`src/hw/rtl/cctd_pkg.sv`:
```
// Shared types, constants and register codes of the two-channel CCT dimmer.
`default_nettype none

package cctd_pkg;

  localparam int unsigned LEVEL_W = 12;
  localparam int unsigned BAND_W  = 11;
  localparam int unsigned THR_W   = 16;
  localparam int unsigned CNT_W   = 17;
  localparam int unsigned TIME_W  = 32;
  localparam int unsigned CFG_W   = 16;
  localparam int unsigned CFG_IDX_W = 2;
  localparam int unsigned HRS_W   = 11;
  localparam int unsigned MS_W    = 6;

  localparam logic [LEVEL_W-1:0] FULL_LEVEL = 12'd4095;

  localparam logic [LEVEL_W-1:0] MIX_FS_RST   = 12'd3859;
  localparam logic [LEVEL_W-1:0] POWER_FS_RST = 12'd3853;
  localparam logic [BAND_W-1:0]  DEAD_BAND_RST = 11'd100;
  localparam logic [THR_W-1:0]   THRESHOLD_RST = 16'd1000;

  localparam logic [LEVEL_W-1:0] MS_PER_S = 12'd1000;
  localparam logic [LEVEL_W-1:0] S_PER_H  = 12'd3600;
  localparam logic [LEVEL_W-1:0] S_PER_M  = 12'd60;

  localparam int unsigned QUEUE_DEPTH = 2;

  typedef logic [CFG_IDX_W-1:0] cfg_idx_t;
  localparam cfg_idx_t CFG_MIX_FS    = 2'd0;
  localparam cfg_idx_t CFG_POWER_FS  = 2'd1;
  localparam cfg_idx_t CFG_DEAD_BAND = 2'd2;
  localparam cfg_idx_t CFG_THRESHOLD = 2'd3;

  typedef struct packed {
    logic               full_on;
    logic [LEVEL_W-1:0] mix_raw;
    logic [LEVEL_W-1:0] power_raw;
    logic [TIME_W-1:0]  now_ms;
  } in_item_t;

  typedef struct packed {
    logic [LEVEL_W-1:0] warm_duty;
    logic [LEVEL_W-1:0] cold_duty;
    logic               report_valid;
    logic [HRS_W-1:0]   on_hours;
    logic [MS_W-1:0]    on_minutes;
    logic [MS_W-1:0]    on_seconds;
  } out_item_t;

  // One classified tick handed from the front end to the back end.
  typedef struct packed {
    logic               full_on;
    logic [LEVEL_W-1:0] warm;
    logic [LEVEL_W-1:0] cold;
    logic [LEVEL_W-1:0] power;
    logic               report;
    logic [TIME_W-1:0]  elapsed_ms;
  } job_t;

endpackage

`default_nettype wire

```
`src/hw/rtl/cctd_if.sv`:
```
// Valid/ready channel interfaces for input ticks and result items.
`default_nettype none

interface cctd_in_if;
  import cctd_pkg::*;
  logic     valid;
  logic     ready;
  in_item_t data;
  modport source (output valid, output data, input ready);
  modport sink (input valid, input data, output ready);
endinterface

interface cctd_out_if;
  import cctd_pkg::*;
  logic      valid;
  logic      ready;
  out_item_t data;
  modport source (output valid, output data, input ready);
  modport sink (input valid, input data, output ready);
endinterface

`default_nettype wire

```
`src/hw/rtl/two_channel_cct_dimmer_with_on_timer.sv`:
```
// Top level of the two-channel warm/cold dimmer with on-time reporting.
//
// Every accepted tick gives exactly one result. The front end takes one tick at a time:
// both knob rescales run on their own 24-step serial dividers in parallel, so a tick
// occupies the front end from acceptance through the divide steps, classification and
// hand-over to the queue, which sets the sustained rate. The back end scales the duties
// and, on a report tick only, then splits the on time into seconds, hours, minutes
// and leftover seconds by multiplying with fixed reciprocals, one step per cycle. A short
// queue between the two ends and a result register let the front end go on accepting
// ticks while a report is being worked out or a result waits on the output. Configuration
// writes take effect at once and should only be issued while the block is idle.
`default_nettype none

module two_channel_cct_dimmer_with_on_timer #(
  parameter int unsigned QUEUE_DEPTH = cctd_pkg::QUEUE_DEPTH
) (
  input  wire logic                        clk,
  input  wire logic                        rst_n,
  cctd_in_if.sink                          in_ch,
  cctd_out_if.source                       out_ch,
  input  wire logic                        cfg_we,
  input  wire cctd_pkg::cfg_idx_t          cfg_index,
  input  wire logic [cctd_pkg::CFG_W-1:0]  cfg_wdata
);

  import cctd_pkg::*;

  logic push_valid, push_ready;
  job_t push_data;
  logic pop_valid, pop_ready;
  job_t pop_data;

  cctd_front u_front (
    .clk       (clk),
    .rst_n     (rst_n),
    .in_ch     (in_ch),
    .cfg_we    (cfg_we),
    .cfg_index (cfg_index),
    .cfg_wdata (cfg_wdata),
    .job_valid (push_valid),
    .job_ready (push_ready),
    .job_data  (push_data)
  );

  cctd_queue #(.DEPTH(QUEUE_DEPTH)) u_queue (
    .clk      (clk),
    .rst_n    (rst_n),
    .wr_valid (push_valid),
    .wr_ready (push_ready),
    .wr_data  (push_data),
    .rd_valid (pop_valid),
    .rd_ready (pop_ready),
    .rd_data  (pop_data)
  );

  cctd_back u_back (
    .clk       (clk),
    .rst_n     (rst_n),
    .job_valid (pop_valid),
    .job_ready (pop_ready),
    .job_data  (pop_data),
    .out_ch    (out_ch)
  );

endmodule

`default_nettype wire

```
`src/hw/rtl/cctd_div.sv`:
```
// Restoring serial divider: one quotient bit per cycle.
`default_nettype none

module cctd_div #(
  parameter int unsigned DW = 32,
  parameter int unsigned VW = 12
) (
  input  wire logic          clk,
  input  wire logic          rst_n,
  input  wire logic          start,
  input  wire logic [DW-1:0] dividend,
  input  wire logic [VW-1:0] divisor,
  output logic               busy,
  output logic               done,
  output logic [DW-1:0]      quo,
  output logic [VW-1:0]      rem
);

  localparam int unsigned CW = $clog2(DW);

  logic [DW-1:0] q_r, q_nxt;
  logic [VW-1:0] rem_r, rem_nxt;
  logic [VW-1:0] dsr_r;
  logic [CW-1:0] cnt_r;
  logic          busy_r;
  logic          done_r;
  logic [VW:0]   trial;

  always_comb begin
    trial = {rem_r, q_r[DW-1]};
    if (trial >= {1'b0, dsr_r}) begin
      rem_nxt = VW'(trial - {1'b0, dsr_r});
      q_nxt   = {q_r[DW-2:0], 1'b1};
    end else begin
      rem_nxt = trial[VW-1:0];
      q_nxt   = {q_r[DW-2:0], 1'b0};
    end
  end

  always_ff @(posedge clk) begin
    if (!rst_n) begin
      busy_r <= 1'b0;
      done_r <= 1'b0;
      cnt_r  <= '0;
    end else if (start) begin
      busy_r <= 1'b1;
      done_r <= 1'b0;
      cnt_r  <= '0;
    end else if (busy_r) begin
      cnt_r <= cnt_r + 1'b1;
      if (cnt_r == CW'(DW - 1)) begin
        busy_r <= 1'b0;
        done_r <= 1'b1;
      end
    end else begin
      done_r <= 1'b0;
    end
  end

  always_ff @(posedge clk) begin
    if (start) begin
      q_r   <= dividend;
      rem_r <= '0;
      dsr_r <= divisor;
    end else if (busy_r) begin
      q_r   <= q_nxt;
      rem_r <= rem_nxt;
    end
  end

  assign busy = busy_r;
  assign done = done_r;
  assign quo  = q_r;
  assign rem  = rem_r;

  a_no_restart: assert property (@(posedge clk) disable iff (!rst_n)
    start |-> !busy_r)
    else $error("divider started while a division is in progress");

endmodule

`default_nettype wire

```
`src/hw/rtl/cctd_front.sv`:
```
// Front end: accepts ticks, rescales and snaps the knobs, runs the on/off counters.
`default_nettype none

module cctd_front (
  input  wire logic                      clk,
  input  wire logic                      rst_n,
  cctd_in_if.sink                        in_ch,
  input  wire logic                      cfg_we,
  input  wire cctd_pkg::cfg_idx_t        cfg_index,
  input  wire logic [cctd_pkg::CFG_W-1:0] cfg_wdata,
  output logic                           job_valid,
  input  wire logic                      job_ready,
  output cctd_pkg::job_t                 job_data
);

  import cctd_pkg::*;

  localparam int unsigned PROD_W = 2 * LEVEL_W;

  localparam logic [1:0] F_IDLE = 2'd0;
  localparam logic [1:0] F_DIV  = 2'd1;
  localparam logic [1:0] F_PUSH = 2'd2;

  logic [1:0]         state_r, state_nxt;
  logic [LEVEL_W-1:0] mix_fs_r, power_fs_r;
  logic [BAND_W-1:0]  dead_band_r;
  logic [THR_W-1:0]   thr_r;
  logic [CNT_W-1:0]   on_ticks_r, off_ticks_r;
  logic [TIME_W-1:0]  on_start_r;
  logic               full_on_r;
  logic [TIME_W-1:0]  now_r;
  job_t               job_r, job_nxt;

  logic               accept;
  logic               mix_busy, power_busy, mix_done, power_done;
  logic [PROD_W-1:0]  mix_quo, power_quo;
  logic [PROD_W-1:0]  mix_prod, power_prod;
  logic [LEVEL_W-1:0] mix_div, power_div;
  logic [LEVEL_W-1:0] mix_lvl, power_lvl;
  logic [CNT_W-1:0]   thr_ext;
  logic               lit;
  logic               classify;

  function automatic logic [LEVEL_W-1:0] clamp_level(input logic [PROD_W-1:0] q);
    logic [LEVEL_W-1:0] res;
    res = (|q[PROD_W-1:LEVEL_W]) ? FULL_LEVEL : q[LEVEL_W-1:0];
    return res;
  endfunction

  function automatic logic [LEVEL_W-1:0] snap(input logic [LEVEL_W-1:0] lvl,
                                              input logic [BAND_W-1:0]  band);
    logic [LEVEL_W-1:0] band_ext;
    logic [LEVEL_W-1:0] res;
    band_ext = {1'b0, band};
    if (lvl < band_ext) begin
      res = '0;
    end else if (lvl > FULL_LEVEL - band_ext) begin
      res = FULL_LEVEL;
    end else begin
      res = lvl;
    end
    return res;
  endfunction

  assign accept    = in_ch.valid && in_ch.ready;
  assign in_ch.ready = (state_r == F_IDLE);

  // raw * 4095 as a shift and subtract; a zero full scale counts as one.
  assign mix_prod   = {in_ch.data.mix_raw, {LEVEL_W{1'b0}}}
                    - {{LEVEL_W{1'b0}}, in_ch.data.mix_raw};
  assign power_prod = {in_ch.data.power_raw, {LEVEL_W{1'b0}}}
                    - {{LEVEL_W{1'b0}}, in_ch.data.power_raw};
  assign mix_div    = (mix_fs_r == '0) ? LEVEL_W'(1) : mix_fs_r;
  assign power_div  = (power_fs_r == '0) ? LEVEL_W'(1) : power_fs_r;

  cctd_div #(.DW(PROD_W), .VW(LEVEL_W)) u_mix_div (
    .clk      (clk),
    .rst_n    (rst_n),
    .start    (accept),
    .dividend (mix_prod),
    .divisor  (mix_div),
    .busy     (mix_busy),
    .done     (mix_done),
    .quo      (mix_quo),
    .rem      ()
  );

  cctd_div #(.DW(PROD_W), .VW(LEVEL_W)) u_power_div (
    .clk      (clk),
    .rst_n    (rst_n),
    .start    (accept),
    .dividend (power_prod),
    .divisor  (power_div),
    .busy     (power_busy),
    .done     (power_done),
    .quo      (power_quo),
    .rem      ()
  );

  // Both dividers start together and run the same number of steps.
  assign classify  = (state_r == F_DIV) && mix_done && power_done;
  assign mix_lvl   = clamp_level(mix_quo);
  assign power_lvl = clamp_level(power_quo);
  assign thr_ext   = {1'b0, thr_r};

  always_comb begin
    job_nxt            = '0;
    job_nxt.full_on    = full_on_r;
    job_nxt.warm       = snap(mix_lvl, dead_band_r);
    job_nxt.cold       = snap(FULL_LEVEL - mix_lvl, dead_band_r);
    job_nxt.power      = snap(power_lvl, dead_band_r);
    job_nxt.elapsed_ms = now_r - on_start_r;
    lit                = full_on_r || (job_nxt.power != '0);
    job_nxt.report     = !lit && (off_ticks_r == thr_ext);
  end

  always_comb begin
    state_nxt = state_r;
    unique case (state_r)
      F_IDLE: begin
        if (accept) state_nxt = F_DIV;
      end
      F_DIV: begin
        if (classify) state_nxt = F_PUSH;
      end
      F_PUSH: begin
        if (job_ready) state_nxt = F_IDLE;
      end
      default: state_nxt = F_IDLE;
    endcase
  end

  always_ff @(posedge clk) begin
    if (!rst_n) begin
      state_r     <= F_IDLE;
      mix_fs_r    <= MIX_FS_RST;
      power_fs_r  <= POWER_FS_RST;
      dead_band_r <= DEAD_BAND_RST;
      thr_r       <= THRESHOLD_RST;
      on_ticks_r  <= '0;
      off_ticks_r <= '0;
      on_start_r  <= '0;
    end else begin
      state_r <= state_nxt;
      if (cfg_we) begin
        unique case (cfg_index)
          CFG_MIX_FS:    mix_fs_r    <= cfg_wdata[LEVEL_W-1:0];
          CFG_POWER_FS:  power_fs_r  <= cfg_wdata[LEVEL_W-1:0];
          CFG_DEAD_BAND: dead_band_r <= cfg_wdata[BAND_W-1:0];
          CFG_THRESHOLD: thr_r       <= cfg_wdata[THR_W-1:0];
          default: ;
        endcase
      end
      if (classify) begin
        if (lit) begin
          off_ticks_r <= '0;
          if (on_ticks_r < thr_ext) begin
            on_ticks_r <= on_ticks_r + 1'b1;
          end else if (on_ticks_r == thr_ext) begin
            on_start_r <= now_r;
            on_ticks_r <= on_ticks_r + 1'b1;
          end
        end else begin
          on_ticks_r <= '0;
          if (off_ticks_r <= thr_ext) begin
            off_ticks_r <= off_ticks_r + 1'b1;
          end
        end
      end
    end
  end

  always_ff @(posedge clk) begin
    if (accept) begin
      full_on_r <= in_ch.data.full_on;
      now_r     <= in_ch.data.now_ms;
    end
    if (classify) begin
      job_r <= job_nxt;
    end
  end

  assign job_valid = (state_r == F_PUSH);
  assign job_data  = job_r;

  a_counters_exclusive: assert property (@(posedge clk) disable iff (!rst_n)
    !((on_ticks_r != '0) && (off_ticks_r != '0)))
    else $error("on and off counters are both running");

  a_report_only_dark: assert property (@(posedge clk) disable iff (!rst_n)
    (job_valid && job_r.report) |-> (!job_r.full_on && (job_r.power == '0)))
    else $error("report raised on a lit tick");

  a_dividers_in_step: assert property (@(posedge clk) disable iff (!rst_n)
    (mix_busy == power_busy) && (mix_done == power_done))
    else $error("knob dividers out of step");

endmodule

`default_nettype wire

```
`src/hw/rtl/cctd_queue.sv`:
```
// Short job queue between the front end and the back end.
`default_nettype none

module cctd_queue #(
  parameter int unsigned DEPTH = cctd_pkg::QUEUE_DEPTH
) (
  input  wire logic           clk,
  input  wire logic           rst_n,
  input  wire logic           wr_valid,
  output logic                wr_ready,
  input  wire cctd_pkg::job_t wr_data,
  output logic                rd_valid,
  input  wire logic           rd_ready,
  output cctd_pkg::job_t      rd_data
);

  import cctd_pkg::*;

  localparam int unsigned PW = $clog2(DEPTH);
  localparam int unsigned NW = $clog2(DEPTH + 1);

  job_t          mem_r [DEPTH];
  logic [PW-1:0] wr_ptr_r, rd_ptr_r;
  logic [NW-1:0] cnt_r;
  logic          push, pop;

  assign wr_ready = (cnt_r != NW'(DEPTH));
  assign rd_valid = (cnt_r != '0);
  assign push     = wr_valid && wr_ready;
  assign pop      = rd_valid && rd_ready;
  assign rd_data  = mem_r[rd_ptr_r];

  always_ff @(posedge clk) begin
    if (!rst_n) begin
      wr_ptr_r <= '0;
      rd_ptr_r <= '0;
      cnt_r    <= '0;
    end else begin
      if (push) begin
        wr_ptr_r <= (wr_ptr_r == PW'(DEPTH - 1)) ? '0 : wr_ptr_r + 1'b1;
      end
      if (pop) begin
        rd_ptr_r <= (rd_ptr_r == PW'(DEPTH - 1)) ? '0 : rd_ptr_r + 1'b1;
      end
      if (push && !pop) begin
        cnt_r <= cnt_r + 1'b1;
      end else if (pop && !push) begin
        cnt_r <= cnt_r - 1'b1;
      end
    end
  end

  always_ff @(posedge clk) begin
    if (push) begin
      mem_r[wr_ptr_r] <= wr_data;
    end
  end

  a_fill_bounded: assert property (@(posedge clk) disable iff (!rst_n)
    (cnt_r <= NW'(DEPTH)) && ((cnt_r == '0) == (!rd_valid)))
    else $error("queue fill count out of range");

endmodule

`default_nettype wire

```
`src/hw/rtl/cctd_back.sv`:
```
// Back end: scales the duties by power and converts the on time for reports.
`default_nettype none

module cctd_back (
  input  wire logic           clk,
  input  wire logic           rst_n,
  input  wire logic           job_valid,
  output logic                job_ready,
  input  wire cctd_pkg::job_t job_data,
  cctd_out_if.source          out_ch
);

  import cctd_pkg::*;

  localparam int unsigned PROD_W = 2 * LEVEL_W;

  // Whole seconds of a 32-bit millisecond span fit in 23 bits.
  localparam int unsigned SEC_W = 23;

  // Rounded-up reciprocals that give exact floors of x/1000 for 32-bit x,
  // x/3600 for 23-bit x and x/60 for 12-bit x.
  localparam int unsigned MS_RW     = 29;
  localparam int unsigned HR_RW     = 24;
  localparam int unsigned MIN_RW    = 13;
  localparam logic [MS_RW-1:0]  MS_RECIP  = 29'd274877907;
  localparam logic [HR_RW-1:0]  HR_RECIP  = 24'd9544372;
  localparam logic [MIN_RW-1:0] MIN_RECIP = 13'd4370;
  localparam int unsigned MS_SHIFT  = 38;
  localparam int unsigned HR_SHIFT  = 35;
  localparam int unsigned MIN_SHIFT = 18;

  localparam logic [3:0] B_IDLE = 4'd0;
  localparam logic [3:0] B_MUL  = 4'd1;
  localparam logic [3:0] B_DUTY = 4'd2;
  localparam logic [3:0] B_SEC  = 4'd3;
  localparam logic [3:0] B_HR   = 4'd4;
  localparam logic [3:0] B_REM  = 4'd5;
  localparam logic [3:0] B_MIN  = 4'd6;
  localparam logic [3:0] B_LEFT = 4'd7;
  localparam logic [3:0] B_OUT  = 4'd8;

  logic [3:0]         state_r, state_nxt;
  job_t               job_r;
  logic [PROD_W-1:0]  prod_w_r, prod_c_r;
  logic [SEC_W-1:0]   tsec_r;
  logic [LEVEL_W-1:0] hrem_r;
  out_item_t          res_r;
  out_item_t          out_r;
  logic               out_valid_r;

  logic                      take;
  logic                      load;
  logic [TIME_W+MS_RW-1:0]   ms_prod;
  logic [SEC_W+HR_RW-1:0]    hr_prod;
  logic [SEC_W-1:0]          hr_secs;
  logic [SEC_W-1:0]          hrem_full;
  logic [LEVEL_W+MIN_RW-1:0] min_prod;
  logic [LEVEL_W-1:0]        min_secs;
  logic [LEVEL_W-1:0]        left_full;

  // p = 4096a + b = 4095a + (a + b), and a + b stays below twice 4095.
  function automatic logic [LEVEL_W-1:0] div_full(input logic [PROD_W-1:0] p);
    logic [LEVEL_W-1:0] a;
    logic [LEVEL_W:0]   s;
    logic [LEVEL_W-1:0] res;
    a   = p[PROD_W-1:LEVEL_W];
    s   = {1'b0, a} + {1'b0, p[LEVEL_W-1:0]};
    res = a + {{(LEVEL_W-1){1'b0}}, (s >= {1'b0, FULL_LEVEL})};
    return res;
  endfunction

  assign take      = job_valid && job_ready;
  assign job_ready = (state_r == B_IDLE);
  assign load      = (state_r == B_OUT) && (!out_valid_r || out_ch.ready);

  // The on time is split one step per cycle: seconds, hours, seconds within
  // the hour, minutes, and the seconds left over.
  assign ms_prod   = {{MS_RW{1'b0}}, job_r.elapsed_ms} * {{TIME_W{1'b0}}, MS_RECIP};
  assign hr_prod   = {{HR_RW{1'b0}}, tsec_r} * {{SEC_W{1'b0}}, HR_RECIP};
  assign hr_secs   = {{(SEC_W-HRS_W){1'b0}}, res_r.on_hours}
                   * {{(SEC_W-LEVEL_W){1'b0}}, S_PER_H};
  assign hrem_full = tsec_r - hr_secs;
  assign min_prod  = {{MIN_RW{1'b0}}, hrem_r} * {{LEVEL_W{1'b0}}, MIN_RECIP};
  assign min_secs  = {{(LEVEL_W-MS_W){1'b0}}, res_r.on_minutes} * S_PER_M;
  assign left_full = hrem_r - min_secs;

  always_comb begin
    state_nxt = state_r;
    unique case (state_r)
      B_IDLE: if (take) state_nxt = B_MUL;
      B_MUL:  state_nxt = B_DUTY;
      B_DUTY: state_nxt = job_r.report ? B_SEC : B_OUT;
      B_SEC:  state_nxt = B_HR;
      B_HR:   state_nxt = B_REM;
      B_REM:  state_nxt = B_MIN;
      B_MIN:  state_nxt = B_LEFT;
      B_LEFT: state_nxt = B_OUT;
      B_OUT:  if (load) state_nxt = B_IDLE;
      default: state_nxt = B_IDLE;
    endcase
  end

  always_ff @(posedge clk) begin
    if (!rst_n) begin
      state_r     <= B_IDLE;
      out_valid_r <= 1'b0;
    end else begin
      state_r <= state_nxt;
      if (load) begin
        out_valid_r <= 1'b1;
      end else if (out_ch.ready) begin
        out_valid_r <= 1'b0;
      end
    end
  end

  always_ff @(posedge clk) begin
    if (take) begin
      job_r <= job_data;
      res_r <= '0;
    end
    if (state_r == B_MUL) begin
      prod_w_r <= {{LEVEL_W{1'b0}}, job_r.warm} * {{LEVEL_W{1'b0}}, job_r.power};
      prod_c_r <= {{LEVEL_W{1'b0}}, job_r.cold} * {{LEVEL_W{1'b0}}, job_r.power};
    end
    if (state_r == B_DUTY) begin
      res_r.report_valid <= job_r.report;
      if (job_r.full_on) begin
        res_r.warm_duty <= FULL_LEVEL;
        res_r.cold_duty <= FULL_LEVEL;
      end else begin
        res_r.warm_duty <= div_full(prod_w_r);
        res_r.cold_duty <= div_full(prod_c_r);
      end
    end
    if (state_r == B_SEC) begin
      tsec_r <= ms_prod[MS_SHIFT +: SEC_W];
    end
    if (state_r == B_HR) begin
      res_r.on_hours <= hr_prod[HR_SHIFT +: HRS_W];
    end
    if (state_r == B_REM) begin
      hrem_r <= hrem_full[LEVEL_W-1:0];
    end
    if (state_r == B_MIN) begin
      res_r.on_minutes <= min_prod[MIN_SHIFT +: MS_W];
    end
    if (state_r == B_LEFT) begin
      res_r.on_seconds <= left_full[MS_W-1:0];
    end
    if (load) begin
      out_r <= res_r;
    end
  end

  assign out_ch.valid = out_valid_r;
  assign out_ch.data  = out_r;

  a_idle_report_fields: assert property (@(posedge clk) disable iff (!rst_n)
    (out_valid_r && !out_r.report_valid) |->
      ((out_r.on_hours == '0) && (out_r.on_minutes == '0) && (out_r.on_seconds == '0)))
    else $error("report fields set without a report");

  a_time_fields_range: assert property (@(posedge clk) disable iff (!rst_n)
    out_valid_r |->
      (({{(LEVEL_W-MS_W){1'b0}}, out_r.on_minutes} < S_PER_M) &&
       ({{(LEVEL_W-MS_W){1'b0}}, out_r.on_seconds} < S_PER_M)))
    else $error("minutes or seconds out of range");

  a_hold_while_stalled: assert property (@(posedge clk) disable iff (!rst_n)
    (out_valid_r && !out_ch.ready) |=> (out_valid_r && $stable(out_r)))
    else $error("result changed while the receiver stalled");

endmodule

`default_nettype wire

```
`src/flat_wrapper.sv`:
```
// flat-port wrapper written by rule: the top's interface ports become plain ports
module two_channel_cct_dimmer_with_on_timer_flat import cctd_pkg::*;
#(
  parameter int unsigned QUEUE_DEPTH = cctd_pkg::QUEUE_DEPTH
)
  (clk, rst_n, cfg_we, cfg_index, cfg_wdata, in_ch_valid, in_ch_data, in_ch_ready, out_ch_valid, out_ch_data, out_ch_ready);
  cctd_in_if in_ch_i ();
  cctd_out_if out_ch_i ();
  input  wire logic clk;
  input  wire logic rst_n;
  input  wire logic cfg_we;
  input  wire cctd_pkg::cfg_idx_t cfg_index;
  input  wire logic [cctd_pkg::CFG_W-1:0] cfg_wdata;
  input wire logic [$bits(in_ch_i.valid)-1:0] in_ch_valid;
  input wire logic [$bits(in_ch_i.data)-1:0] in_ch_data;
  output wire logic [$bits(in_ch_i.ready)-1:0] in_ch_ready;
  output wire logic [$bits(out_ch_i.valid)-1:0] out_ch_valid;
  output wire logic [$bits(out_ch_i.data)-1:0] out_ch_data;
  input wire logic [$bits(out_ch_i.ready)-1:0] out_ch_ready;
  assign in_ch_i.valid = in_ch_valid;
  assign in_ch_i.data = in_ch_data;
  assign in_ch_ready = in_ch_i.ready;
  assign out_ch_valid = out_ch_i.valid;
  assign out_ch_data = out_ch_i.data;
  assign out_ch_i.ready = out_ch_ready;
  two_channel_cct_dimmer_with_on_timer #(.QUEUE_DEPTH(QUEUE_DEPTH)) u_core (.clk(clk), .rst_n(rst_n), .in_ch(in_ch_i), .out_ch(out_ch_i), .cfg_we(cfg_we), .cfg_index(cfg_index), .cfg_wdata(cfg_wdata));
endmodule
```
`config.mk`:
```
export PLATFORM = sky130hd
export DESIGN_NAME = two_channel_cct_dimmer_with_on_timer_flat
export DESIGN_NICKNAME = d
export VERILOG_FILES = /design/src/hw/rtl/cctd_pkg.sv /design/src/hw/rtl/cctd_if.sv /design/src/hw/rtl/two_channel_cct_dimmer_with_on_timer.sv /design/src/hw/rtl/cctd_div.sv /design/src/hw/rtl/cctd_front.sv /design/src/hw/rtl/cctd_queue.sv /design/src/hw/rtl/cctd_back.sv /design/src/flat_wrapper.sv
export SDC_FILE = /design/constraint.sdc
export NUM_CORES = 2
export LEC_CHECK = 0
export ABC_AREA = 1
export BUFFER_PORTS_ARGS = -buffer_cell sky130_fd_sc_hd__buf_2
export CORE_ASPECT_RATIO = 0.75
export CORE_MARGIN = 3
export CORE_UTILIZATION = 40
export CTS_BUF_LIST = sky130_fd_sc_hd__clkbuf_8
export DETAILED_ROUTE_END_ITERATION = 16
export PLACE_DENSITY = 0.65
export SLEW_MARGIN = 20
export SYNTH_ARGS = -nofsm -noshare
export SYNTH_HDL_FRONTEND = slang
export SYNTH_SLANG_ARGS = --single-unit
```
`constraint.sdc`:
```
create_clock -name clk -period 7.25 [get_ports clk]
set_input_delay 1.8125 -clock clk [delete_from_list [all_inputs] [get_ports clk]]
set_output_delay 1.8125 -clock clk [all_outputs]
set_load 0.005 [all_outputs]
```
==> metrics.cfg <==
[logic_synthesis]
syn_nets = 8987
synth_seq_cells = 730
syn_avg_cell_area_sq_um = 9.32
synth.distinct_cells = 61
syn_inst = 7245
async_flop_share_pct = 0
synth_edf_count = 564
syn_area_sq_um = 67500
yosysWarnings = 0
synth_flop_cell = edfxtp_1
seq_area_frac_synth_pct = 30.0

[timing]
rsz0062_at_grt = false
worst_clock_skew_ps = 92.5
finalCritPeriodShare_pct = 93.6
tns_ps = 0
slew_violations = 0
setup_viol = 0
hold_viol_final = 0
slew-limit-headroom_pct = 23.2
fmax_mhz = 147
worstMarginPinSlew_ps = 1150
period_needed_ps = 6790

[global_routing]
grt-ovfl-total = 0
grt_pass1_wl_mm = 273
antenna_found_initial = 2
grtUsageTotal_pct = 19.8
grt_pass1_vias = 49100
grt_max_degree = 81

[cts]
path_clk_slew_ps = 70
clock-sinks = 730
clk-insertion-delay-late_ps = 940
cts_setup_buffers = 0
cts_made_buffers = 114
htreeDepth = 3
ctsRootBufferMaster = clkbuf_8
hold_buffers = 0
ctsResizeCount = 0
clock_path_buffers = 3
cts_tree = yes

[final_layout]
multi_input_area_sq_um = 40700
fillCellCount = 16100
area_growth_pct = 8.34
fin_cells = 9712
seq_area_sq_um = 20300
drive_gt1_share_pct = 5.16
final_cell_area_sq_um = 73100
layout.nets = 9123

[die]
io_pins = 130
start_util_pct = 40.6
core_sq_um = 166000
dieArea_sq_um = 174000
die_w_um = 480
die_h_um = 362
num_rows = 129

[critical_path]
criticalPathCategory = reg -> reg
path_max_fanout = 10
end_kind = flip-flop
critical_path_required_ps = 7870
arrival_ps = 7410
start_kind = flip-flop

[placed_design]
dp.cells = 9491
gp_congestion = 0.939
dp_hpwl_mm = 138
io_buffers = 129
postPlaceCellArea_sq_um = 70700

[routing]
drt-total-wl_mm = 170
num_vias = 48500
ant_nets = 0
avgViaCountPerCell = 4.99
wl_per_cell_um = 17.5
dr.pass1.iters = 6
drtIter0Drc = 3931
drcViolationCount = 0

[run]
drv_cap = 0

[outcome]
outcome = finished, final reports clean

[min_path]
hp-class = reg -> reg

critical path, stage by stage (launching register included):
cell and delay [ps]:
edfxtp_1 720, ha_1 360, fa_1 420, fa_1 500, inv_1 50, fa_1 480, inv_1 60, fa_1 510
fa_1 510, fa_1 490, inv_1 50, fa_1 470, inv_1 40, ha_1 300, nand2_1 110, nor2_1 160
inv_1 80, nor4_1 520, nand3_1 150, nand3_1 170, a21oi_1 110, o21ai_0 210, xor2_1 90
layout by cell type, fill, tap and decap left out, drive strengths merged, types with 7 or more instances in the layout:
cell and n:
o22ai 9, a31oi 39, nand3b 9, bufinv 8, xnor2 61, fa 655
nor2 495, clkinv 51, nand3 165, clkbuf 120, ha 1007, inv 1617
nor4 33, xor2 117, a21o 31, a221oi 7, nand4 62, nand2 1166
nor3 73, dfxtp 166, o21ai 301, o31ai 10, o21bai 17, a21boi 11
o221ai 9, o21a 16, buf 177, o211ai 21, edfxtp 564, or2 11
a21oi 411
final cells by class:
| type | count | share of cell area [%] |
|---|---|---|
| antenna | 3 | 0.0103 |
| clock buffer | 120 | 2.26 |
| clock inverter | 97 | 1.06 |
| inverter | 1583 | 8.13 |
| multi-input combinational | 4775 | 55.6 |
| sequential | 730 | 27.7 |
| tap | 2227 | 3.81 |
| timing repair buffer | 177 | 1.39 |
kinds of logic after synthesis:
kind of cell,after synthesis,synth area share (%)
and+or+nand+nor,2025,12.3
buffers and inverters,1740,9.78
adders and majority gates,1662,38.1
AOI/OAI and AO/OA,910,7.48
DFF,730,30.0
xor gates and xnor gates,178,2.31
through the flow:
stage	util (%)	setup slack, ps	hold WS (ps)
floorplan	-	948	400
global route	44.0	142	417
global placement	42.5	465	404
detailed placement	42.5	499	405
finish	44.0	462	404
CTS	44.0	507	415
state kept, by name, indices dropped and copies added, names as in the netlist, 23 cells and up:
signal / count
u_core.u_front.on_start_r: 32
u_core.u_front.job_data: 70
u_core.u_back.out_ch.data: 48
u_core.u_back.job_r: 70
u_core.u_back.tsec_r: 23
u_core.u_front.now_r: 32
u_core.u_back.res_r: 48
u_core.u_queue.mem_r: 140
u_core.u_front.u_mix_div.quo: 24
u_core.u_back.prod_c_r: 24
u_core.u_front.u_power_div.quo: 24
u_core.u_back.prod_w_r: 24
path summary, 6_finish.rpt:
kind | slack [ps] | end | cells after the start | startpoint
hold reg to reg | 400 | u_core.u_queue.mem_r[0][31] | 0 | u_core.u_front.job_data[31]
setup reg to reg | 460 | u_core.u_back.tsec_r[13] | 22 | u_core.u_back.job_r[13]
hold / removal | 400 | u_core.u_queue.mem_r[0][31] | 0 | u_core.u_front.job_data[31]
setup / recovery | 460 | u_core.u_back.tsec_r[13] | 22 | u_core.u_back.job_r[13]
metal layers:
layer	vias up	part of all wire, %	wire, um	global-route usage (%)
li1	23600	-	-	-
met1	23300	51	86700	30.9
met2	1429	40	68200	28.1
met3	194	7.1	12100	3.72
met4	0	1.8	3120	4.19
met5	-	0	0	0
cell usage after synthesis, types with 30 or more instances:
cell      count  share of area, %
inv_1      1577               8.8
nand2_1    1159               6.4
ha_1       1007                19
fa_1        655                19
edfxtp_1    564                25
nor2_1      490               2.7
a21oi_1     411               3.0
o21ai_0     270               2.0
dfxtp_1     166               4.9
nand3_1     164               1.2
clkbuf_1    135              0.75
xor2_1      117               1.5
nor3_1       72              0.53
nand4_1      61              0.57
xnor2_1      61              0.79
a31oi_1      39              0.36
nor4_1       33              0.31
a21o_1       31              0.34
o21ai_1      30              0.22
Power is left out: the tool's default activity adds up to more than one toggle a clock period on the data nets, which glitch-free logic cannot reach.
